--- src/hw/rtl/mdv_pkg.sv ---
`default_nettype none

package mdv_pkg;

  // descriptor characters
  localparam logic [7:0] CH_TERM   = 8'h00;
  localparam logic [7:0] CH_OPEN   = 8'h28;  // (
  localparam logic [7:0] CH_CLOSE  = 8'h29;  // )
  localparam logic [7:0] CH_VOID   = 8'h56;  // V
  localparam logic [7:0] CH_ARRAY  = 8'h5B;  // [
  localparam logic [7:0] CH_CLASS  = 8'h4C;  // L
  localparam logic [7:0] CH_SEMI   = 8'h3B;  // ;
  localparam logic [7:0] CH_LONG   = 8'h4A;  // J
  localparam logic [7:0] CH_DOUBLE = 8'h44;  // D
  localparam logic [7:0] CH_BYTE   = 8'h42;  // B
  localparam logic [7:0] CH_CHAR   = 8'h43;  // C
  localparam logic [7:0] CH_FLOAT  = 8'h46;  // F
  localparam logic [7:0] CH_INT    = 8'h49;  // I
  localparam logic [7:0] CH_SHORT  = 8'h53;  // S
  localparam logic [7:0] CH_BOOL   = 8'h5A;  // Z

  // slot count saturation limit, bounded by the 8-bit result
  localparam int MAX_SLOTS = 255;
  localparam logic [7:0] SLOT_CAP = 8'((MAX_SLOTS < 255) ? MAX_SLOTS : 255);

  // parser phase
  typedef enum logic [2:0] {
    PH_OPEN    = 3'd0,
    PH_FIELD   = 3'd1,
    PH_ARRAY   = 3'd2,
    PH_CLASS   = 3'd3,
    PH_RETURN  = 3'd4,
    PH_AFTER_V = 3'd5
  } phase_t;

  // parser state carried from byte to byte
  typedef struct packed {
    phase_t     phase;
    logic       in_return;
    logic       failed;
    logic       decided_ok;
    logic [7:0] slot_count;
  } state_t;

  localparam state_t STATE_RESET = '{
    phase:      PH_OPEN,
    in_return:  1'b0,
    failed:     1'b0,
    decided_ok: 1'b0,
    slot_count: 8'd0
  };

  // result of a terminated descriptor
  typedef struct packed {
    logic       valid_res;
    logic [7:0] arg_slots;
  } result_t;

endpackage

`default_nettype wire

--- src/hw/rtl/method_descriptor_validator_core.sv ---
`default_nettype none

// Method type descriptor checker. Descriptor bytes arrive on ch, one per
// transfer, and a zero byte ends the descriptor; only the zero byte yields a
// result transfer, carrying valid_res and the argument slot count (long and
// double take two slots, saturating at 255, zero for a bad descriptor). The
// block takes one byte every cycle while the input is not stalled: a byte is
// held in an input register, and when it advances the parser state is updated
// from it and, for a terminator, the result is loaded into the output
// register. The only stall on the input comes from a terminator that finds
// the output register full and stalled; a new descriptor may start right
// after a terminator.
module method_descriptor_validator_core (
  input  wire logic       clk,
  input  wire logic       rst,
  input  wire logic       in_valid,
  output logic            in_stall,
  input  wire logic [7:0] ch,
  output logic            out_valid,
  input  wire logic       out_stall,
  output logic            valid_res,
  output logic [7:0]      arg_slots
);

  logic             full;
  logic [7:0]       ch_q;
  logic             advance;
  logic             out_free;
  logic             is_term;
  mdv_pkg::state_t  state;
  mdv_pkg::state_t  state_next;
  mdv_pkg::result_t res;

  // pipeline control
  assign is_term  = (ch_q == mdv_pkg::CH_TERM);
  assign out_free = !out_valid || !out_stall;
  assign advance  = full && (!is_term || out_free);
  assign in_stall = full && !advance;

  // input register
  always_ff @(posedge clk) begin
    if (rst) begin
      full <= 1'b0;
    end else if (in_valid && !in_stall) begin
      full <= 1'b1;
    end else if (advance) begin
      full <= 1'b0;
    end
  end

  always_ff @(posedge clk) begin
    if (in_valid && !in_stall) begin
      ch_q <= ch;
    end
  end

  // parser transition
  mdv_step u_step (
    .ch  (ch_q),
    .cur (state),
    .nxt (state_next),
    .res (res)
  );

  // parser state
  always_ff @(posedge clk) begin
    if (rst) begin
      state <= mdv_pkg::STATE_RESET;
    end else if (advance) begin
      state <= state_next;
    end
  end

  // result register
  always_ff @(posedge clk) begin
    if (rst) begin
      out_valid <= 1'b0;
    end else if (advance && is_term) begin
      out_valid <= 1'b1;
    end else if (!out_stall) begin
      out_valid <= 1'b0;
    end
  end

  always_ff @(posedge clk) begin
    if (advance && is_term) begin
      valid_res <= res.valid_res;
      arg_slots <= res.arg_slots;
    end
  end

  // a result only ever follows a processed terminator
  assert property (@(posedge clk) disable iff (rst)
    $rose(out_valid) |-> $past(advance && is_term))
    else $error("result without terminator");

  // a bad descriptor reports no slots
  assert property (@(posedge clk) disable iff (rst)
    (out_valid && !valid_res) |-> (arg_slots == 8'd0))
    else $error("slots reported for bad descriptor");

  // the parser starts afresh after every terminator
  assert property (@(posedge clk) disable iff (rst)
    (advance && is_term) |=> (state == mdv_pkg::STATE_RESET))
    else $error("state not cleared after terminator");

  // input stalls only behind a blocked result
  assert property (@(posedge clk) disable iff (rst)
    in_stall |-> (full && is_term && out_valid && out_stall))
    else $error("needless input stall");

endmodule

`default_nettype wire

--- src/hw/rtl/mdv_step.sv ---
`default_nettype none

module mdv_step (
  input  wire logic [7:0]     ch,
  input  wire mdv_pkg::state_t cur,
  output mdv_pkg::state_t     nxt,
  output mdv_pkg::result_t    res
);

  logic       is_base;
  logic [1:0] slot_inc;
  logic [8:0] slot_sum;
  logic [7:0] slot_sat;
  logic       ok;

  // base type letters
  assign is_base = (ch == mdv_pkg::CH_BYTE)   || (ch == mdv_pkg::CH_CHAR)  ||
                   (ch == mdv_pkg::CH_DOUBLE) || (ch == mdv_pkg::CH_FLOAT) ||
                   (ch == mdv_pkg::CH_INT)    || (ch == mdv_pkg::CH_LONG)  ||
                   (ch == mdv_pkg::CH_SHORT)  || (ch == mdv_pkg::CH_BOOL);

  // saturating slot add, long and double take two
  assign slot_inc = ((ch == mdv_pkg::CH_LONG) || (ch == mdv_pkg::CH_DOUBLE)) ? 2'd2 : 2'd1;
  assign slot_sum = {1'b0, cur.slot_count} + {7'd0, slot_inc};
  assign slot_sat = (slot_sum > {1'b0, mdv_pkg::SLOT_CAP}) ? mdv_pkg::SLOT_CAP
                                                            : slot_sum[7:0];

  // next state
  always_comb begin
    nxt = cur;
    if (ch == mdv_pkg::CH_TERM) begin
      nxt = mdv_pkg::STATE_RESET;
    end else if (!cur.failed && !cur.decided_ok) begin
      unique case (cur.phase)
        mdv_pkg::PH_OPEN: begin
          if (ch == mdv_pkg::CH_OPEN) nxt.phase = mdv_pkg::PH_FIELD;
          else nxt.failed = 1'b1;
        end
        mdv_pkg::PH_FIELD: begin
          if (ch == mdv_pkg::CH_CLOSE) begin
            nxt.phase = mdv_pkg::PH_RETURN;
          end else begin
            nxt.slot_count = slot_sat;
            // argument types never sit in the return position
            if (ch == mdv_pkg::CH_ARRAY) nxt.phase = mdv_pkg::PH_ARRAY;
            else if (ch == mdv_pkg::CH_CLASS) nxt.phase = mdv_pkg::PH_CLASS;
            else if (is_base) nxt.phase = mdv_pkg::PH_FIELD;
            else nxt.failed = 1'b1;
          end
        end
        mdv_pkg::PH_ARRAY: begin
          if (ch == mdv_pkg::CH_ARRAY) begin
            nxt.phase = mdv_pkg::PH_ARRAY;
          end else if (ch == mdv_pkg::CH_CLASS) begin
            nxt.phase = mdv_pkg::PH_CLASS;
          end else if (is_base) begin
            if (cur.in_return) nxt.decided_ok = 1'b1;
            else nxt.phase = mdv_pkg::PH_FIELD;
          end else begin
            nxt.failed = 1'b1;
          end
        end
        mdv_pkg::PH_CLASS: begin
          // class name runs up to the semicolon
          if (ch == mdv_pkg::CH_SEMI) begin
            if (cur.in_return) nxt.decided_ok = 1'b1;
            else nxt.phase = mdv_pkg::PH_FIELD;
          end
        end
        mdv_pkg::PH_RETURN: begin
          nxt.in_return = 1'b1;
          if (ch == mdv_pkg::CH_VOID) nxt.phase = mdv_pkg::PH_AFTER_V;
          else if (ch == mdv_pkg::CH_ARRAY) nxt.phase = mdv_pkg::PH_ARRAY;
          else if (ch == mdv_pkg::CH_CLASS) nxt.phase = mdv_pkg::PH_CLASS;
          else if (is_base) nxt.decided_ok = 1'b1;
          else nxt.failed = 1'b1;
        end
        default: begin
          // anything after void other than the terminator
          nxt.failed = 1'b1;
        end
      endcase
    end
  end

  // result for a terminator
  always_comb begin
    ok            = !cur.failed && (cur.decided_ok || (cur.phase == mdv_pkg::PH_AFTER_V));
    res.valid_res = ok;
    res.arg_slots = ok ? cur.slot_count : 8'd0;
  end

endmodule

`default_nettype wire
--- config.mk ---
export PLATFORM = sky130hd
export DESIGN_NAME = method_descriptor_validator_core
export DESIGN_NICKNAME = d
export VERILOG_FILES = /design/src/hw/rtl/mdv_pkg.sv /design/src/hw/rtl/method_descriptor_validator_core.sv /design/src/hw/rtl/mdv_step.sv
export SDC_FILE = /design/constraint.sdc
export NUM_CORES = 1
export LEC_CHECK = 0
export BUFFER_PORTS_ARGS = -buffer_cell sky130_fd_sc_hd__buf_2
export CORE_UTILIZATION = 51
export DETAILED_ROUTE_END_ITERATION = 10
export PLACE_DENSITY = 0.7
export SYNTH_ARGS = -nofsm -noshare
export SYNTH_HDL_FRONTEND = slang
export SYNTH_HIERARCHICAL = 1
export SYNTH_SLANG_ARGS = --single-unit
--- constraint.sdc ---
create_clock -name clk -period 4.26 [get_ports clk]
set_clock_uncertainty 0.1 [all_clocks]
set_input_delay 0.426 -clock clk [delete_from_list [all_inputs] [get_ports clk]]
set_output_delay 0.426 -clock clk [all_outputs]
set_load 0.05 [all_outputs]
==> run summary <==
The cell count after placement was 328. The setup check on the worst reg-to-reg path leaves a slack of 0.77 ns. The instance count along the most critical hold path works out to 1. In this run the post-CTS setup repair buffer count came out at 0.

The layout has 390 filler cells. The highest fanout seen on the critical path was 7; the total routing resource utilization after global routing was 0.233. Walking the worst path, the cells encountered are or3b_1 > nor4_1 > inv_1 > fa_1 > and4b_1 > nand4_1 > a21oi_1 > o32ai_1 > nor2_1 > a31oi_1 > o221ai_1.

The post-synthesis average cell area was 8.92 µm²; the total power per unit cell area was 263 nW/µm². IR analysis of the VDD net gives a maximum drop of 0.000207 V. After synthesis the netlist holds a flip-flop and latch count of 33. The setup path with the least slack is of type reg -> reg. For the DRC violation total after the first TritonRoute iteration, the log shows 246. For this run, the number of standard cells in the final layout without fillers is 336. Number of buffers created by CTS: 5. The logs give 0 for the initial antenna violation count and 20 for the largest net degree at the start of global routing. The number of enable-type register cells in the synthesized netlist came out at 17. The post-route clock period utilization works out to 0.819. Setup repair after global routing left no endpoint under its margin. The library cells used most frequently in the layout, excluding fill and tap cells, are nand2_1, buf_2, a31oi_1. The die covers 5070 µm². Counting every sink on the clock net gives 33.

Detailed-router iteration count before antenna repair: 8. The flow ran to the end, but the final reports show violations. Final layout net count: 298. The top-level port count is 23, and the clock latency at the later pin of the worst-skew pair is 0.29 ns. The part of the Yosys area used for sequential elements was 0.340.

The most common cell after layout, fill and taps aside is nand2_1. The count of buffers added on input and output ports is 22. Routability-driven placement finished with a final weighted congestion of 0.925. After detailed routing, the average wire length per cell comes to 16.8 µm. The initial cell density of the core was 0.546; the number of cells traversed by the worst register-to-register path was 11.

The logs give 0 for the hold violation count in the final report and 4470 µm² for the placeable core region. Number of vias per cell after detailed routing: 6.63. The leftover overflow at the end of global routing came out at 0. Post-cts repair resize count: 0. The share of flip-flops with an asynchronous set or reset after synthesis was 0. The logs give 0 for the count of final max-slew check failures and 0 for the number of max-capacitance violations reported. The placed wire-length estimate is 3.75 mm, and the max-slew headroom at the worst pin is 0.230. The tools report the kind of start point of the critical path as a register. After floorplanning, the core was divided into 24 placement rows. After detailed routing, the total wire length is 5.66 mm. The total negative slack was 0 ns. The min-delay analysis places its worst path in the category in -> reg. Relative to the synthesized area, the layout overhead comes to 6.66%. The tools report the total via count in the routed design as 2229. TritonCTS built the clock tree.

The distinct cell type count of the synthesized netlist was 56. In the synthesized netlist, the number of instances is 274. Clock tree root driver cell: clkbuf_8. The final reports fail on design-rule violations. The Yosys step of the flow raised 6 warnings. The floorplan die width is 71.2 µm. For this design, the slowest cell found on the critical path is or3b_1. In the synthesized netlist the dominant register cell turns out to be edfxtp_1. Type of element capturing the critical path: a register. Counting every net in the synthesized netlist gives 289. Data on the critical path arrives at its endpoint at 3.59 ns. In this run the cell area of the synthesized design comes to 2440 µm². For this run, the slowest stage of the critical path takes 0.48 ns. The leakage power total is 0.859 nW, and the y dimension of the die is 71.2 µm.

The tools report the number of remaining DRC errors as 1. The count of hold buffers inserted by post-cts repair came out at 0. The number of H-tree branching levels is 2. The pin slew with the least headroom to its limit came out at 1.15 ns. The fraction of layout instances using a drive strength above 1 was 0.190. The shortest period the worst path allows works out to 3.49 ns. Derived from the worst setup path, the maximum achievable clock frequency is 287 MHz. For the worst setup path, the data required time is 4.37 ns.

Antenna cell count: 0. The tools report the final count of negative-setup-slack endpoints as 0. The clock slew at the register clock pins of the worst setup and hold paths works out to 0.07 ns. The first-pass GRT wire length was 9.21 mm; the number of nets with antenna violations after detailed routing was 0.

The via count of the first global-routing pass was 1813; the buffer levels on the longest clock path was 2.
==> sequential cells by signal (all words and copies together) (netlist names) <==
signal	cells
arg_slots	8
ch_q	8
out_valid	1
full	1
valid_res	1
state	14
==> final timing paths <==
kind / start / to
setup / recovery: ch_q[7] / state[3]
hold / removal: ch[6] / ch_q[6]
setup reg to reg: ch_q[7] / state[3]
hold reg to reg: state[1] / state[1]
==> worst max-delay path, delay by kind of cell (launching register included) <==
family / cells / cell delay, ns
simple gates: 5 / 1.65
fa+ha+maj: 1 / 0.44
flops: 1 / 0.47
compound gates: 4 / 0.61
buf+inv: 1 / 0.15
==> metrics by stage <==
stage	setup slack [ns]	cell area, µm²	power (W)	hold slack, ns	utilization
2_1_floorplan	1.21	2440	0.000434	0.390	-
3_3_place_gp	0.912	2520	0.000451	0.471	0.563
3_5_place_dp	0.817	2520	0.000451	0.479	0.563
4_1_cts	0.789	2610	0.000690	0.199	0.582
5_1_grt	0.346	2610	0.000714	0.198	0.582
6_report	0.771	2610	0.000685	0.207	0.582
==> where the power goes <==
| part | internal, W | leakage, nW | switching [W] |
|---|---|---|---|
| registers | 0.000343 | 0.294 | 0.0000266 |
| logic | 0.0000333 | 0.521 | 0.0000436 |
| clock network | 0.000113 | 0.0439 | 0.000125 |
| total | 0.000489 | 0.859 | 0.000195 |
==> synthesized netlist by cell type, types with 2 or more instances <==
cell       number  area, µm²
a2111oi_0       2       17.5
a21oi_1         8       40.0
a221oi_1        3       26.3
a311oi_1        3       26.3
a31oi_1        21        131
a32o_1          2       20.0
and2_1          8       50.1
and4b_1         2       20.0
buf_2          13       65.1
buf_4           2       15.0
buf_6           2       22.5
clkbuf_1        7       26.3
dfxtp_1        16        320
edfxtp_1       17        510
ha_1            2       25.0
inv_1           9       33.8
mux2i_1         3       30.0
nand2_1        29        109
nand2b_1        6       37.5
nand3_1         2       10.0
nand4_1        15       93.8
nor2_1         14       52.6
nor2b_1        19        119
nor3_1         11       55.1
nor3b_1         2       15.0
nor4_1          5       31.3
nor4_4          3       63.8
o211ai_1        3       22.5
o21ai_0         5       25.0
o221ai_1        4       35.0
o221ai_2       10        150
or3_1           2       12.5
==> logic make-up after synthesis <==
kind of cell | synth area share
and+or+nand+nor | 0.318
adders and majority gates | 0.0184
AOI/OAI and AO/OA | 0.245
buffers and inverters | 0.0666
DFF | 0.340
muxes | 0.0123
==> area by class of cell <==
class	count	area, µm²	share of cell area
multi-input cells	208	1450	0.556
flip-flops and latches	33	831	0.319
repair buffers	26	140	0.0538
clock buffers	5	68.8	0.0264
well taps	52	65.1	0.0250
inverters	9	33.8	0.0130
clock inverters	3	17.5	0.00672
==> layer usage <==
metal	wire, µm	global-route usage
met1	2740	0.365
met5	0	0
met4	53	0.0667
met2	2460	0.326
met3	401	0.0408
Power figures use the tool's default switching activity.
